==> config.mk <==
export PLATFORM = sky130hd
export DESIGN_NAME = kaec_cordic_rot
export DESIGN_NICKNAME = d
export VERILOG_FILES = /design/src/hdl/kappa_eulerian_angle_convert_top_defines.svh /design/src/hdl/kaec_pkg.sv /design/src/hdl/kaec_cordic_rot.sv
export SDC_FILE = /design/constraint.sdc
export NUM_CORES = 2
export LEC_CHECK = 0
export BUFFER_PORTS_ARGS = -buffer_cell sky130_fd_sc_hd__buf_2
export CORE_AREA = 2 2 460 919
export DETAILED_ROUTE_END_ITERATION = 6
export DIE_AREA = 0 0 462 921
export PLACE_DENSITY = 0.49
export SLEW_MARGIN = 20
export SYNTH_ARGS = -nofsm -noshare
export SYNTH_HDL_FRONTEND = slang
export SYNTH_SLANG_ARGS = --single-unit
==> constraint.sdc <==
create_clock -name i_clk -period 5.5 [get_ports i_clk]
set_input_delay 0.275 -clock i_clk [delete_from_list [all_inputs] [get_ports i_clk]]
set_output_delay 0.275 -clock i_clk [all_outputs]
set_load 0.01 [all_outputs]
==> src/hdl/kappa_eulerian_angle_convert_top_defines.svh <==
// ----------------------------------------------------------------------------
// Assertion macros for the kappa / Eulerian angle converter
// Shared concurrent assertion forms, clocked on i_clk, off during reset.
// ----------------------------------------------------------------------------
`ifndef KAPPA_EULERIAN_ANGLE_CONVERT_TOP_DEFINES_SVH
`define KAPPA_EULERIAN_ANGLE_CONVERT_TOP_DEFINES_SVH

// same-cycle implication
`define KAEC_ASSERT_IMP(lbl, ante, cons, msg) \
    lbl: assert property (@(posedge i_clk) disable iff (!i_rst_n) (ante) |-> (cons)) \
        else $error(msg);

// next-cycle implication
`define KAEC_ASSERT_NXT(lbl, ante, cons, msg) \
    lbl: assert property (@(posedge i_clk) disable iff (!i_rst_n) (ante) |=> (cons)) \
        else $error(msg);

`endif

==> src/hdl/kaec_pkg.sv <==
// ----------------------------------------------------------------------------
// kaec_pkg
// Constants, types and helpers of the kappa / Eulerian angle converter.
// ----------------------------------------------------------------------------
`timescale 1ns / 1ps

package kaec_pkg;

    localparam int ANGLE_BITS_DEF    = 16;
    localparam int CORDIC_STAGES_DEF = 16;

    localparam int W_Z   = 34;
    localparam int W_ROT = 34;
    localparam int W_VEC = 36;
    localparam int W_SQ  = 64;
    localparam int W_RT  = 32;

    localparam int TILT_BITS = 14;
    localparam int CFG_IDX_BITS = 1;

    localparam logic [TILT_BITS-1:0] TILT_RESET = 14'd9102;
    localparam logic                 SEL_RESET  = 1'b1;

    localparam logic signed [W_ROT-1:0] INV_GAIN     = 34'sd652032874;
    localparam logic signed [W_VEC-1:0] NORM_LIMIT   = 36'sd536870912;
    localparam logic [31:0]             QUARTER_TURN = 32'h4000_0000;

    localparam logic [31:0] ATAN_TAB [32] = '{
        32'h20000000, 32'h12E4051E, 32'h09FB385B, 32'h051111D4, 32'h028B0D43,
        32'h0145D7E1, 32'h00A2F61E, 32'h00517C55, 32'h0028BE53, 32'h00145F2F,
        32'h000A2F98, 32'h000517CC, 32'h00028BE6, 32'h000145F3, 32'h0000A2FA,
        32'h0000517D, 32'h000028BE, 32'h0000145F, 32'h00000A30, 32'h00000518,
        32'h0000028C, 32'h00000146, 32'h000000A3, 32'h00000051, 32'h00000029,
        32'h00000014, 32'h0000000A, 32'h00000005, 32'h00000003, 32'h00000001,
        32'h00000001, 32'h00000000
    };

    typedef enum logic [0:0] {
        OP_K2E = 1'b0,
        OP_E2K = 1'b1
    } t_op;

    typedef enum logic [CFG_IDX_BITS-1:0] {
        CFG_TILT = 1'b0,
        CFG_SEL  = 1'b1
    } t_cfg_idx;

    typedef struct packed {
        logic en;
        logic vld;
    } t_pipe_ctl;

    typedef struct packed {
        t_op         op;
        logic        sel;
        logic        reach;
        logic [31:0] va;
        logic [31:0] vc;
    } t_meta;

    typedef struct packed {
        t_meta                  m;
        logic signed [W_ROT-1:0] u;
        logic signed [W_ROT-1:0] v;
        logic signed [W_ROT-1:0] cc;
        logic signed [W_ROT-1:0] sh;
    } t_sq_meta;

    // Q30 product, rounded half up
    function automatic logic signed [W_ROT-1:0] mulq(input logic signed [W_ROT-1:0] a,
                                                     input logic signed [W_ROT-1:0] b);
        logic signed [2*W_ROT-1:0] p;
        p = a * b + 68'sd536870912;
        return W_ROT'(p >>> 30);
    endfunction

endpackage

==> src/hdl/kaec_cordic_rot.sv <==
// ----------------------------------------------------------------------------
// kaec_cordic_rot
// Pipelined CORDIC rotation, one micro-rotation per stage: cosine and sine.
// ----------------------------------------------------------------------------
`timescale 1ns / 1ps

module kaec_cordic_rot #(
    parameter int STAGES = kaec_pkg::CORDIC_STAGES_DEF,
    parameter int META_W = 1
) (
    input  logic                              i_clk,
    input  logic                              i_rst_n,
    input  kaec_pkg::t_pipe_ctl               i_ctl,
    input  logic signed [kaec_pkg::W_Z-1:0]   i_z,
    input  logic [META_W-1:0]                 i_meta,
    output logic                              o_vld,
    output logic signed [kaec_pkg::W_ROT-1:0] o_cos,
    output logic signed [kaec_pkg::W_ROT-1:0] o_sin,
    output logic [META_W-1:0]                 o_meta
);
    import kaec_pkg::*;

    logic signed [W_ROT-1:0] r_x [STAGES];
    logic signed [W_ROT-1:0] r_y [STAGES];
    logic signed [W_Z-1:0]   r_z [STAGES];
    logic [META_W-1:0]       r_meta [STAGES];
    logic [STAGES-1:0]       r_vld;

    for (genvar g = 0; g < STAGES; g++) begin : g_stage
        logic signed [W_ROT-1:0] x_in, y_in, n_x, n_y;
        logic signed [W_Z-1:0]   z_in, n_z, step;
        logic [META_W-1:0]       m_in;
        logic                    v_in;

        if (g == 0) begin : g_first
            assign x_in = INV_GAIN;
            assign y_in = '0;
            assign z_in = i_z;
            assign m_in = i_meta;
            assign v_in = i_ctl.vld;
        end else begin : g_next
            assign x_in = r_x[g-1];
            assign y_in = r_y[g-1];
            assign z_in = r_z[g-1];
            assign m_in = r_meta[g-1];
            assign v_in = r_vld[g-1];
        end

        assign step = W_Z'(ATAN_TAB[g]);

        always_comb begin
            if (z_in >= 0) begin
                n_x = x_in - (y_in >>> g);
                n_y = y_in + (x_in >>> g);
                n_z = z_in - step;
            end else begin
                n_x = x_in + (y_in >>> g);
                n_y = y_in - (x_in >>> g);
                n_z = z_in + step;
            end
        end

        always_ff @(posedge i_clk) begin
            if (!i_rst_n) begin
                r_vld[g] <= 1'b0;
            end else if (i_ctl.en) begin
                r_vld[g] <= v_in;
            end
        end

        always_ff @(posedge i_clk) begin
            if (i_ctl.en) begin
                r_x[g]    <= n_x;
                r_y[g]    <= n_y;
                r_z[g]    <= n_z;
                r_meta[g] <= m_in;
            end
        end
    end

    assign o_vld  = r_vld[STAGES-1];
    assign o_cos  = r_x[STAGES-1];
    assign o_sin  = r_y[STAGES-1];
    assign o_meta = r_meta[STAGES-1];

endmodule

==> run_results.csv <==
group,metric,value,unit
synth,ys_types,96,
status,status,"completed",
layout,design_area,157000,um^2
placed_design,place_area,148000,um^2
synth,synth-edff-count,1488,
setup_path,crit_path_end_kind,"register",
floorplanning,start_util,29.9,%
cts,cts_max_level,4,
layout,area_growth,25.1,%
drt,firstDrtPassIters,5,
synth,synth_top_flop_cell,"edfxtp_1",
global_route,use_met3,1.92,%
timing,setup_tns,0,ps
synth,synth_nets,14500,
timing,period_share,97.9,%
global_route,busiest_layer,"met2",
synth,yosys-top-cells-area,"edfxtp_1, ha_1, xnor2_1",
synth,async_flop_share,0,%
synth,yosys_warnings,0,
layout,finalNetCount,16800,
hold_path,hold_class,"in2reg",
layout,layout-drive-gt1-share,19.0,%
floorplanning,pin_count,109,
cts,root_buffer,"clkbuf_16",
placed_design,gp_congestion,1.03,
cts,clk_latency,910,ps
floorplanning,dieHeight,921,um
timing,skew,111,ps
global_route,antenna_found_initial,4,
synth,synth_area,125000,um^2
drt,wire_per_inst,19.9,um
drt,vias,105000,
timing,setup-violations-final,0,
drt,dr.first_iter.drc_count,3156,
setup_path,critPathRequiredTime,6080,ps
placed_design,portBuffers,108,
setup_path,cp.arrival,5960,ps
cts,path_clk_slew,60,ps
synth,synth_area_leader_cell,"edfxtp_1",
global_route,grt_overflow,0,
floorplanning,design.die.area,426000,um^2
placed_design,hpwlAfterDp,352,mm
synth,synth-seq-cells,1504,
timing,period_minus_slack,5390,ps
timing,worst_pin_slew,988,ps
floorplanning,fp-row-count,336,
floorplanning,die_w,462,um
timing,hold_viol_final,0,
placed_design,pre_cts_ws,-589,ps
cts,clock-sinks,1504,
synth,ys_seq_area_share,35.9,%
global_route,grt_pass1_wl,615,mm
global_route,grt_max_degree,176,
global_route,grt_pass1_vias,112000,
timing,relSlewSlack,34.1,%
synth,syn_area_per_cell,9.63,um^2
cts,cts_buffer_depth,4,
floorplanning,core_area,418000,um^2
timing,setup_slack,115,ps
setup_path,critPathLaunchType,"register",
cts,cts_made_buffers,176,
timing,rsz0062_at_grt,"true",
drt,viasPerCell,5.01,
setup_path,crit_fanout,5,
cts,cts_tree,"yes",
global_route,grt_use_met1,11.2,%
timing,fmax,186,MHz
synth,synth_top_area_share,35.7,%
drt,finalWirelength,418,mm
global_route,globalRouteTotalUtil,19.2,%
drt,ant_nets,0,
timing,drv_slew,0,
synth,synthCells,13000,
flow_run,maxCapViolations,0,
global_route,use_met2,42.5,%
setup_path,worstSetupPathType,"reg2reg",
drt,drc_errors,0,
cells in the mapped netlist, drive strengths merged (40+ instances only):
| cell type | count |
|---|---|
| or4 | 72 |
| a211oi | 93 |
| nand3 | 213 |
| a21oi | 1191 |
| o21a | 246 |
| ha | 1409 |
| nor4 | 160 |
| nand2b | 271 |
| a21o | 580 |
| and3 | 118 |
| clkbuf | 136 |
| o41ai | 61 |
| nand4 | 91 |
| nor2b | 180 |
| edfxtp | 1488 |
| or2 | 51 |
| nor3 | 295 |
| a31oi | 92 |
| xnor2 | 1199 |
| nor2 | 999 |
| o21ai | 747 |
| inv | 582 |
| o31ai | 196 |
| and2 | 71 |
| o211ai | 60 |
| or3 | 128 |
| fa | 47 |
| o21bai | 149 |
| nand2 | 799 |
| mux2i | 40 |
| xor2 | 639 |
registers in the layout, summed over array words and instances (netlist names):
register / count
r_y: 511
r_x: 484
r_z: 477
r_meta: 16
g_stage.v_in: 15
o_vld: 1
what timing repair did:
action                     in CTS  in global routing
buffers inserted                7                 27
hold buffers                   45                  0
pin swaps                      17                 87
cloned                          0                  2
resized for setup             107                290
setup endpoints to repair     133                167
hold endpoints to repair       83                  0
metrics by stage:
stage | utilization (%) | hold slack (ps) | std cells
4_1_cts | 37.1 | 1.09 | 21000
2_1_floorplan | - | 374 | 13000
3_5_place_dp | 35.5 | 406 | 20600
3_3_place_gp | 35.5 | 400 | 20600
6_report | 37.4 | 86.5 | 21000
5_1_grt | 37.4 | 41.4 | 21000
layout make-up:
class,count,area (um^2)
Clock inverter,102,1150
Tap cell,5577,6980
Timing Repair Buffer,2303,17600
Antenna cell,2,5.00
Sequential cell,1504,45000
Multi-Input combinational cell,10800,79000
Clock buffer,199,4550
Fill cell,42300,262000
Inverter,589,2230
routing by layer:
layer	share of wire [%]	wire, um
met5	0.0053	22
met4	13	56200
met3	2.1	8790
met2	61	253000
met1	24	100000
worst paths after layout:
path,startpoint,end,slack [ps],cells past startpoint
setup / recovery,r_y[1][18],r_x[1][66],110,21
hold / removal,i_meta,r_meta[0][0],90,2
setup reg to reg,r_y[1][18],r_x[1][66],110,21
hold reg to reg,r_meta[0][0],r_meta[0][1],410,0
critical path, stage by stage, from the launching register on:
cell and delay (ps):
edfxtp_1 390, nor3_1 510, nand2b_1 230, nor4_2 350
nand2b_1 220, or3_1 530, nor4_1 230, buf_4 180
a21oi_1 80, xnor2_1 130, buf_4 170, ha_1 290
buf_4 160, a21oi_1 180, o21ai_0 110, nand2_1 70
o211ai_1 180, a31o_2 290, o41a_1 350, a21o_1 190
a21oi_1 170, xnor2_1 80
cells by family (layout without fill, tap and decap cells):
kind of cell / count (synthesis) / count (layout) / share of synthesized area [%]
other: 0 / 2 / 0
AOI/OAI and AO/OA: 3807 / 3807 / 19.4
muxes: 59 / 59 / 0.491
and+or+nand+nor: 3595 / 3596 / 14.3
adders and majority gates: 1456 / 1456 / 14.8
xor gates and xnor gates: 1838 / 1838 / 12.9
DFF: 1504 / 1504 / 35.9
buffers and inverters: 747 / 3193 / 2.25
placed cells by master, fill, tap and decap left out, types with 121 or more instances in the layout:
cell type / synthesis / final
o21bai_1: 149 / 149
o21ai_0: 743 / 686
edfxtp_1: 1488 / 1488
or3_1: 126 / 121
nor4_1: 158 / 129
nand2b_1: 271 / 269
o31ai_1: 196 / 181
buf_4: 2 / 2101
nor2b_1: 180 / 179
inv_1: 581 / 571
clkbuf_16: 0 / 180
xor2_1: 639 / 637
a21oi_1: 1190 / 1157
ha_1: 1409 / 1407
o21a_1: 246 / 245
a21o_1: 580 / 579
nand3_1: 213 / 212
nor3_1: 293 / 282
xnor2_1: 1199 / 1193
nand2_1: 799 / 796
nor2_1: 999 / 979
Power is not shown: default switching activity piles up to over one toggle a cycle in this logic, so the estimate is an artifact.
