### src/hdl/kappa_eulerian_angle_convert_top_defines.svh
// ----------------------------------------------------------------------------
// Assertion macros for the kappa / Eulerian angle converter
// Shared concurrent assertion forms, clocked on i_clk, off during reset.
// ----------------------------------------------------------------------------
`ifndef KAPPA_EULERIAN_ANGLE_CONVERT_TOP_DEFINES_SVH
`define KAPPA_EULERIAN_ANGLE_CONVERT_TOP_DEFINES_SVH

// same-cycle implication
`define KAEC_ASSERT_IMP(lbl, ante, cons, msg) \
    lbl: assert property (@(posedge i_clk) disable iff (!i_rst_n) (ante) |-> (cons)) \
        else $error(msg);

// next-cycle implication
`define KAEC_ASSERT_NXT(lbl, ante, cons, msg) \
    lbl: assert property (@(posedge i_clk) disable iff (!i_rst_n) (ante) |=> (cons)) \
        else $error(msg);

`endif

### src/hdl/kaec_pkg.sv
// ----------------------------------------------------------------------------
// kaec_pkg
// Constants, types and helpers of the kappa / Eulerian angle converter.
// ----------------------------------------------------------------------------
`timescale 1ns / 1ps

package kaec_pkg;

    localparam int ANGLE_BITS_DEF    = 16;
    localparam int CORDIC_STAGES_DEF = 16;

    localparam int W_Z   = 34;
    localparam int W_ROT = 34;
    localparam int W_VEC = 36;
    localparam int W_SQ  = 64;
    localparam int W_RT  = 32;

    localparam int TILT_BITS = 14;
    localparam int CFG_IDX_BITS = 1;

    localparam logic [TILT_BITS-1:0] TILT_RESET = 14'd9102;
    localparam logic                 SEL_RESET  = 1'b1;

    localparam logic signed [W_ROT-1:0] INV_GAIN     = 34'sd652032874;
    localparam logic signed [W_VEC-1:0] NORM_LIMIT   = 36'sd536870912;
    localparam logic [31:0]             QUARTER_TURN = 32'h4000_0000;

    localparam logic [31:0] ATAN_TAB [32] = '{
        32'h20000000, 32'h12E4051E, 32'h09FB385B, 32'h051111D4, 32'h028B0D43,
        32'h0145D7E1, 32'h00A2F61E, 32'h00517C55, 32'h0028BE53, 32'h00145F2F,
        32'h000A2F98, 32'h000517CC, 32'h00028BE6, 32'h000145F3, 32'h0000A2FA,
        32'h0000517D, 32'h000028BE, 32'h0000145F, 32'h00000A30, 32'h00000518,
        32'h0000028C, 32'h00000146, 32'h000000A3, 32'h00000051, 32'h00000029,
        32'h00000014, 32'h0000000A, 32'h00000005, 32'h00000003, 32'h00000001,
        32'h00000001, 32'h00000000
    };

    typedef enum logic [0:0] {
        OP_K2E = 1'b0,
        OP_E2K = 1'b1
    } t_op;

    typedef enum logic [CFG_IDX_BITS-1:0] {
        CFG_TILT = 1'b0,
        CFG_SEL  = 1'b1
    } t_cfg_idx;

    typedef struct packed {
        logic en;
        logic vld;
    } t_pipe_ctl;

    typedef struct packed {
        t_op         op;
        logic        sel;
        logic        reach;
        logic [31:0] va;
        logic [31:0] vc;
    } t_meta;

    typedef struct packed {
        t_meta                  m;
        logic signed [W_ROT-1:0] u;
        logic signed [W_ROT-1:0] v;
        logic signed [W_ROT-1:0] cc;
        logic signed [W_ROT-1:0] sh;
    } t_sq_meta;

    // Q30 product, rounded half up
    function automatic logic signed [W_ROT-1:0] mulq(input logic signed [W_ROT-1:0] a,
                                                     input logic signed [W_ROT-1:0] b);
        logic signed [2*W_ROT-1:0] p;
        p = a * b + 68'sd536870912;
        return W_ROT'(p >>> 30);
    endfunction

endpackage

### src/hdl/kaec_isqrt.sv
// ----------------------------------------------------------------------------
// kaec_isqrt
// Pipelined integer square root, one result bit per stage, truncating.
// ----------------------------------------------------------------------------
`timescale 1ns / 1ps

module kaec_isqrt #(
    parameter int META_W = 1
) (
    input  logic                         i_clk,
    input  logic                         i_rst_n,
    input  kaec_pkg::t_pipe_ctl          i_ctl,
    input  logic [kaec_pkg::W_SQ-1:0]    i_val,
    input  logic [META_W-1:0]            i_meta,
    output logic                         o_vld,
    output logic [kaec_pkg::W_RT-1:0]    o_root,
    output logic [META_W-1:0]            o_meta
);
    import kaec_pkg::*;

    localparam int W_REM = W_RT + 2;

    logic [W_SQ-1:0]   r_v    [W_RT];
    logic [W_REM-1:0]  r_rem  [W_RT];
    logic [W_RT-1:0]   r_root [W_RT];
    logic [META_W-1:0] r_meta [W_RT];
    logic [W_RT-1:0]   r_vld;

    for (genvar g = 0; g < W_RT; g++) begin : g_stage
        logic [W_SQ-1:0]   v_in;
        logic [W_REM-1:0]  rem_in, n_rem;
        logic [W_RT-1:0]   root_in, n_root;
        logic [W_REM+1:0]  acc, trial;
        logic [META_W-1:0] m_in;
        logic              vd_in;

        if (g == 0) begin : g_first
            assign v_in    = i_val;
            assign rem_in  = '0;
            assign root_in = '0;
            assign m_in    = i_meta;
            assign vd_in   = i_ctl.vld;
        end else begin : g_next
            assign v_in    = r_v[g-1];
            assign rem_in  = r_rem[g-1];
            assign root_in = r_root[g-1];
            assign m_in    = r_meta[g-1];
            assign vd_in   = r_vld[g-1];
        end

        always_comb begin
            acc   = {rem_in, v_in[W_SQ-1 -: 2]};
            trial = (W_REM+2)'({root_in, 2'b01});
            if (acc >= trial) begin
                n_rem  = W_REM'(acc - trial);
                n_root = {root_in[W_RT-2:0], 1'b1};
            end else begin
                n_rem  = W_REM'(acc);
                n_root = {root_in[W_RT-2:0], 1'b0};
            end
        end

        always_ff @(posedge i_clk) begin
            if (!i_rst_n) begin
                r_vld[g] <= 1'b0;
            end else if (i_ctl.en) begin
                r_vld[g] <= vd_in;
            end
        end

        always_ff @(posedge i_clk) begin
            if (i_ctl.en) begin
                r_v[g]    <= {v_in[W_SQ-3:0], 2'b00};
                r_rem[g]  <= n_rem;
                r_root[g] <= n_root;
                r_meta[g] <= m_in;
            end
        end
    end

    assign o_vld  = r_vld[W_RT-1];
    assign o_root = r_root[W_RT-1];
    assign o_meta = r_meta[W_RT-1];

endmodule

### config.mk
export PLATFORM = sky130hd
export DESIGN_NAME = kaec_isqrt
export DESIGN_NICKNAME = d
export VERILOG_FILES = /design/src/hdl/kappa_eulerian_angle_convert_top_defines.svh /design/src/hdl/kaec_pkg.sv /design/src/hdl/kaec_isqrt.sv
export SDC_FILE = /design/constraint.sdc
export NUM_CORES = 2
export LEC_CHECK = 0
export ABC_CLOCK_PERIOD_IN_PS = 7400
export BUFFER_PORTS_ARGS = -buffer_cell sky130_fd_sc_hd__buf_2
export CORE_UTILIZATION = 45
export DETAILED_ROUTE_END_ITERATION = 10
export MAX_ROUTING_LAYER = met4
export PLACE_DENSITY = 0.65
export SYNTH_ARGS = -nofsm -noshare
export SYNTH_HDL_FRONTEND = slang
export SYNTH_MEMORY_MAX_BITS = 65536
export SYNTH_SLANG_ARGS = --single-unit
### constraint.sdc
create_clock -name i_clk -period 7.4 [get_ports i_clk]
set_input_delay 1.48 -clock i_clk [delete_from_list [all_inputs] [get_ports i_clk]]
set_output_delay 1.48 -clock i_clk [all_outputs]
set_load 0.01 [all_outputs]
==> run summary <==
Vias in the first global route - 69400
Reg clk slew, reported paths - 60 ps
Clock sinks - 2587
Buf+Inv Stages, Crit Path - 2
Post-synthesis sequential area ratio - 65.0%
Post-Synth Simple-Gate Area - 9.58%
Antenna-violating nets left - 0
Power Density - 313 mW/mm²
Post-synth design cell area - 0.119 mm²
Largest net degree at the start of global routing - 174
Cts repair resizes - 0
Drt drc - 0
Die Ht - 516 µm
Routed vias - 70500
Layout cells sized above 1 - 7.22%
Largest area contributor in the netlist - edfxtp_1
Post-route cell area - 0.133 mm²
Post-synthesis mux area share - 0.821%
Total GRT Usage - 18.3%
Initial antenna violation count - 3
Synthesized instance count - 9174
First-pass GRT wire length - 377 mm
RSZ-0062 raised after global routing - false
Worst Hold End - r_v[1][801]$_DFFE_PP_
Area growth syn-to-layout - 12.0%
Slew HR - 20.3%
Warnings, synthesis - 0
Nets - 10100
Die area - 0.267 mm²
Crit path time final - 4440 ps
Post-CTS Hold Fix Bufs - 0
Largest family of logic cells by synthesized area - compound AO/OA/AOI/OAI gates
Worst-path cell chain - ha_1, nor2b_1, o21ai_0, a21oi_1, o31ai_1, nor3b_1, a31o_2, o21a_1, buf_4, inv_1, o221ai_1, nor2_1, xor2_1
Postcts setup bufs - 0
Core Region - 0.263 mm²
Post-Layout Cell Count - 13200
Max frequency - 0.225 GHz
Worst hold stages - 0
RePlAce Congestion - 0.926
Worst reg2reg setup slack - 2960 ps
Critical Path Fanout Max - 32
Synth Area in Compound Gates - 9.59%
Register bit total from synthesis - 2587
H-tree levels - 5
DRT iter0 DRCs - 5237
Comb power frac - 19.1%
Slew Viols, Final - 0
Avg WL per Cell - 18.0 µm
RR Startpoint - r_rem[1][340]$_DFFE_PP_
Worst slew pin tran - 1180 ps
Unique masters post-synth - 94
Detailed Routing Iterations Pass 1 - 6
Syn Nets - 9805
Placed instance count - 12700
Area contributors post-synth - edfxtp_1 64%, ha_1 5.9%, xnor2_1 3.2%
Sequential power share - 47.2%
Cells on worst reg2reg path - 13
Critical path data arrival time - 5070 ps
Critical Path Start Type - flop
Worst skew pair latency - 950 ps
Max VDD drop - 260 µV
Clock share of power - 33.7%
Vias per inst - 5.34
Most common flop cell mapped by yosys - edfxtp_1
Period utilization - 59.9%
Crit-path slowest cell - nor3b_1
CTS tree - built
Endpoints failing hold - 0
DRT Wirelength - 238 mm
IO Count - 103
RR Endpoint - r_rem[1][403]$_DFFE_PP_
Worst Path Required - 8040 ps
Detailed Place HPWL - 169 mm
DIE WIDTH - 516 µm
Most common library cells after synthesis - 2555 x edfxtp_1, 750 x inv_1, 680 x nand2_1, 562 x ha_1, 542 x a21oi_1
PortBufs - 102
Initial Utilization - 45.3%
Crit-path leading delay family - compound AO/OA/AOI/OAI gates
Post-synth top area share - 64.4%
# setup viols final - 0
Internal - 30200 µW
P_leak - 0.0508 µW
Gr ovfl total - 0
# rows - 188
Adder-cell area share of the yosys netlist - 5.91%
Num CTS Buffers - 301
Min-Delay Path Class - flop to flop
Sum Neg Setup Slack - 0 ps
Worst hold path startpoint - r_v[1][737]$_DFFE_PP_
Mean Syn Cell Area - 13.0 µm²
Psw - 11500 µW
CTS Buffer Depth - 4
Crit path largest cell delay - 660 ps
EDFF count, synth - 2555
Sw frac - 27.6%
Crit path capture type - flop
Hold Slack - 384 ps
Most common cell in the netlist - edfxtp_1
Outcome - complete, no violations
Async S/R FF share, synth - 0%
Kind of critical path - flop to flop
Worst-case clock skew - 74.8 ps
Max Cap Viol - 0
Root Driver - clkbuf_16
Post-Synth XOR/XNOR Area - 6.23%
Placed Area - 0.124 mm²
[cells in the final DEF (no fill, tap or decap), drive strengths merged, types with 256 or more instances in the layout]
cell,synthesis,layout
o21ai,531,531
nand2,680,680
edfxtp,2555,2555
clkbuf,129,357
xnor2,436,436
a21oi,542,542
a21o,256,256
ha,562,562
nor2,512,512
inv,752,765
xor2,411,411
[logic make-up (layout without fill, tap and decap cells)]
| family | after synthesis | in the layout |
|---|---|---|
| multiplexers | 92 | 92 |
| adder cells (fa/ha/maj) | 562 | 562 |
| buffers and inverters | 910 | 1435 |
| AND/OR/NAND/NOR | 2332 | 2332 |
| flip-flops | 2587 | 2587 |
| other | 1 | 2 |
| XOR/XNOR | 847 | 847 |
| AO/OA/AOI/OAI | 1843 | 1843 |
[worst register-to-register path: stages, from the launching register on]
cell and delay [ps]:
edfxtp_1 410, ha_1 370, nor2b_1 150, o21ai_0 210
a21oi_1 140, o31ai_1 320, nor3b_1 660, a31o_2 260
o21a_1 600, buf_4 440, inv_1 240, o221ai_1 160
nor2_1 90, xor2_1 140
[worst max-delay path by stage]
stage                     slack, ps  cells past startpoint                 endpoint                     from
after global routing           2610                      9  r_rem[0][453]$_DFFE_PP_  r_rem[0][430]$_DFFE_PP_
after detailed placement       2970                      9  r_rem[0][453]$_DFFE_PP_  r_rem[0][430]$_DFFE_PP_
after CTS                      2950                      9  r_rem[0][453]$_DFFE_PP_  r_rem[0][430]$_DFFE_PP_
after floorplan                4090                     11  r_rem[1][269]$_DFFE_PP_  r_rem[1][204]$_DFFE_PP_
final                          2960                     13  r_rem[1][403]$_DFFE_PP_  r_rem[1][340]$_DFFE_PP_
after global placement         3020                     13  r_rem[1][403]$_DFFE_PP_  r_rem[1][340]$_DFFE_PP_
[registers in the layout, summed over array words and instances, names as in the netlist]
| name | flops |
|---|---|
| g_stage.vd_in | 31 |
| o_vld | 1 |
| r_meta | 32 |
| r_rem | 1003 |
| r_root | 528 |
| r_v | 992 |
[final cells by class]
| class | count | area [µm²] |
|---|---|---|
| fill | 22300 | 129000 |
| sequential | 2587 | 77400 |
| multi-input combinational | 5677 | 38300 |
| clock buffer | 357 | 7890 |
| tap | 3515 | 4400 |
| inverter | 754 | 2830 |
| clock inverter | 164 | 1450 |
| timing repair buffer | 160 | 1140 |
| antenna | 1 | 2.50 |
[through the flow]
stage,total power (µW),utilization [%],setup WS [ps]
global route,43900,50.8,2610
detailed placement,27900,47.2,2970
floorplan,25400,-,4090
global placement,27700,47.2,3020
CTS,42200,50.8,2950
finish,41700,50.8,2960
[power groups by stage]
stage / clock network, µW / registers, µW / logic, µW
finish: 14100 / 19700 / 7980
CTS: 14500 / 19700 / 7960
detailed placement: 0 / 20000 / 7900
floorplan: 0 / 19400 / 5940
global placement: 0 / 20000 / 7760
global route: 15100 / 19900 / 8910
[routing by layer]
layer / up-vias / GRT usage, % / share of wire, %
met5: - / - / 0
met4: 0 / 5.39 / 2.6
met1: 34200 / 22.9 / 44
met3: 457 / 2.65 / 4.2
met2: 1457 / 30.6 / 49
li1: 34400 / - / -
Power figures use the tool's default switching activity.
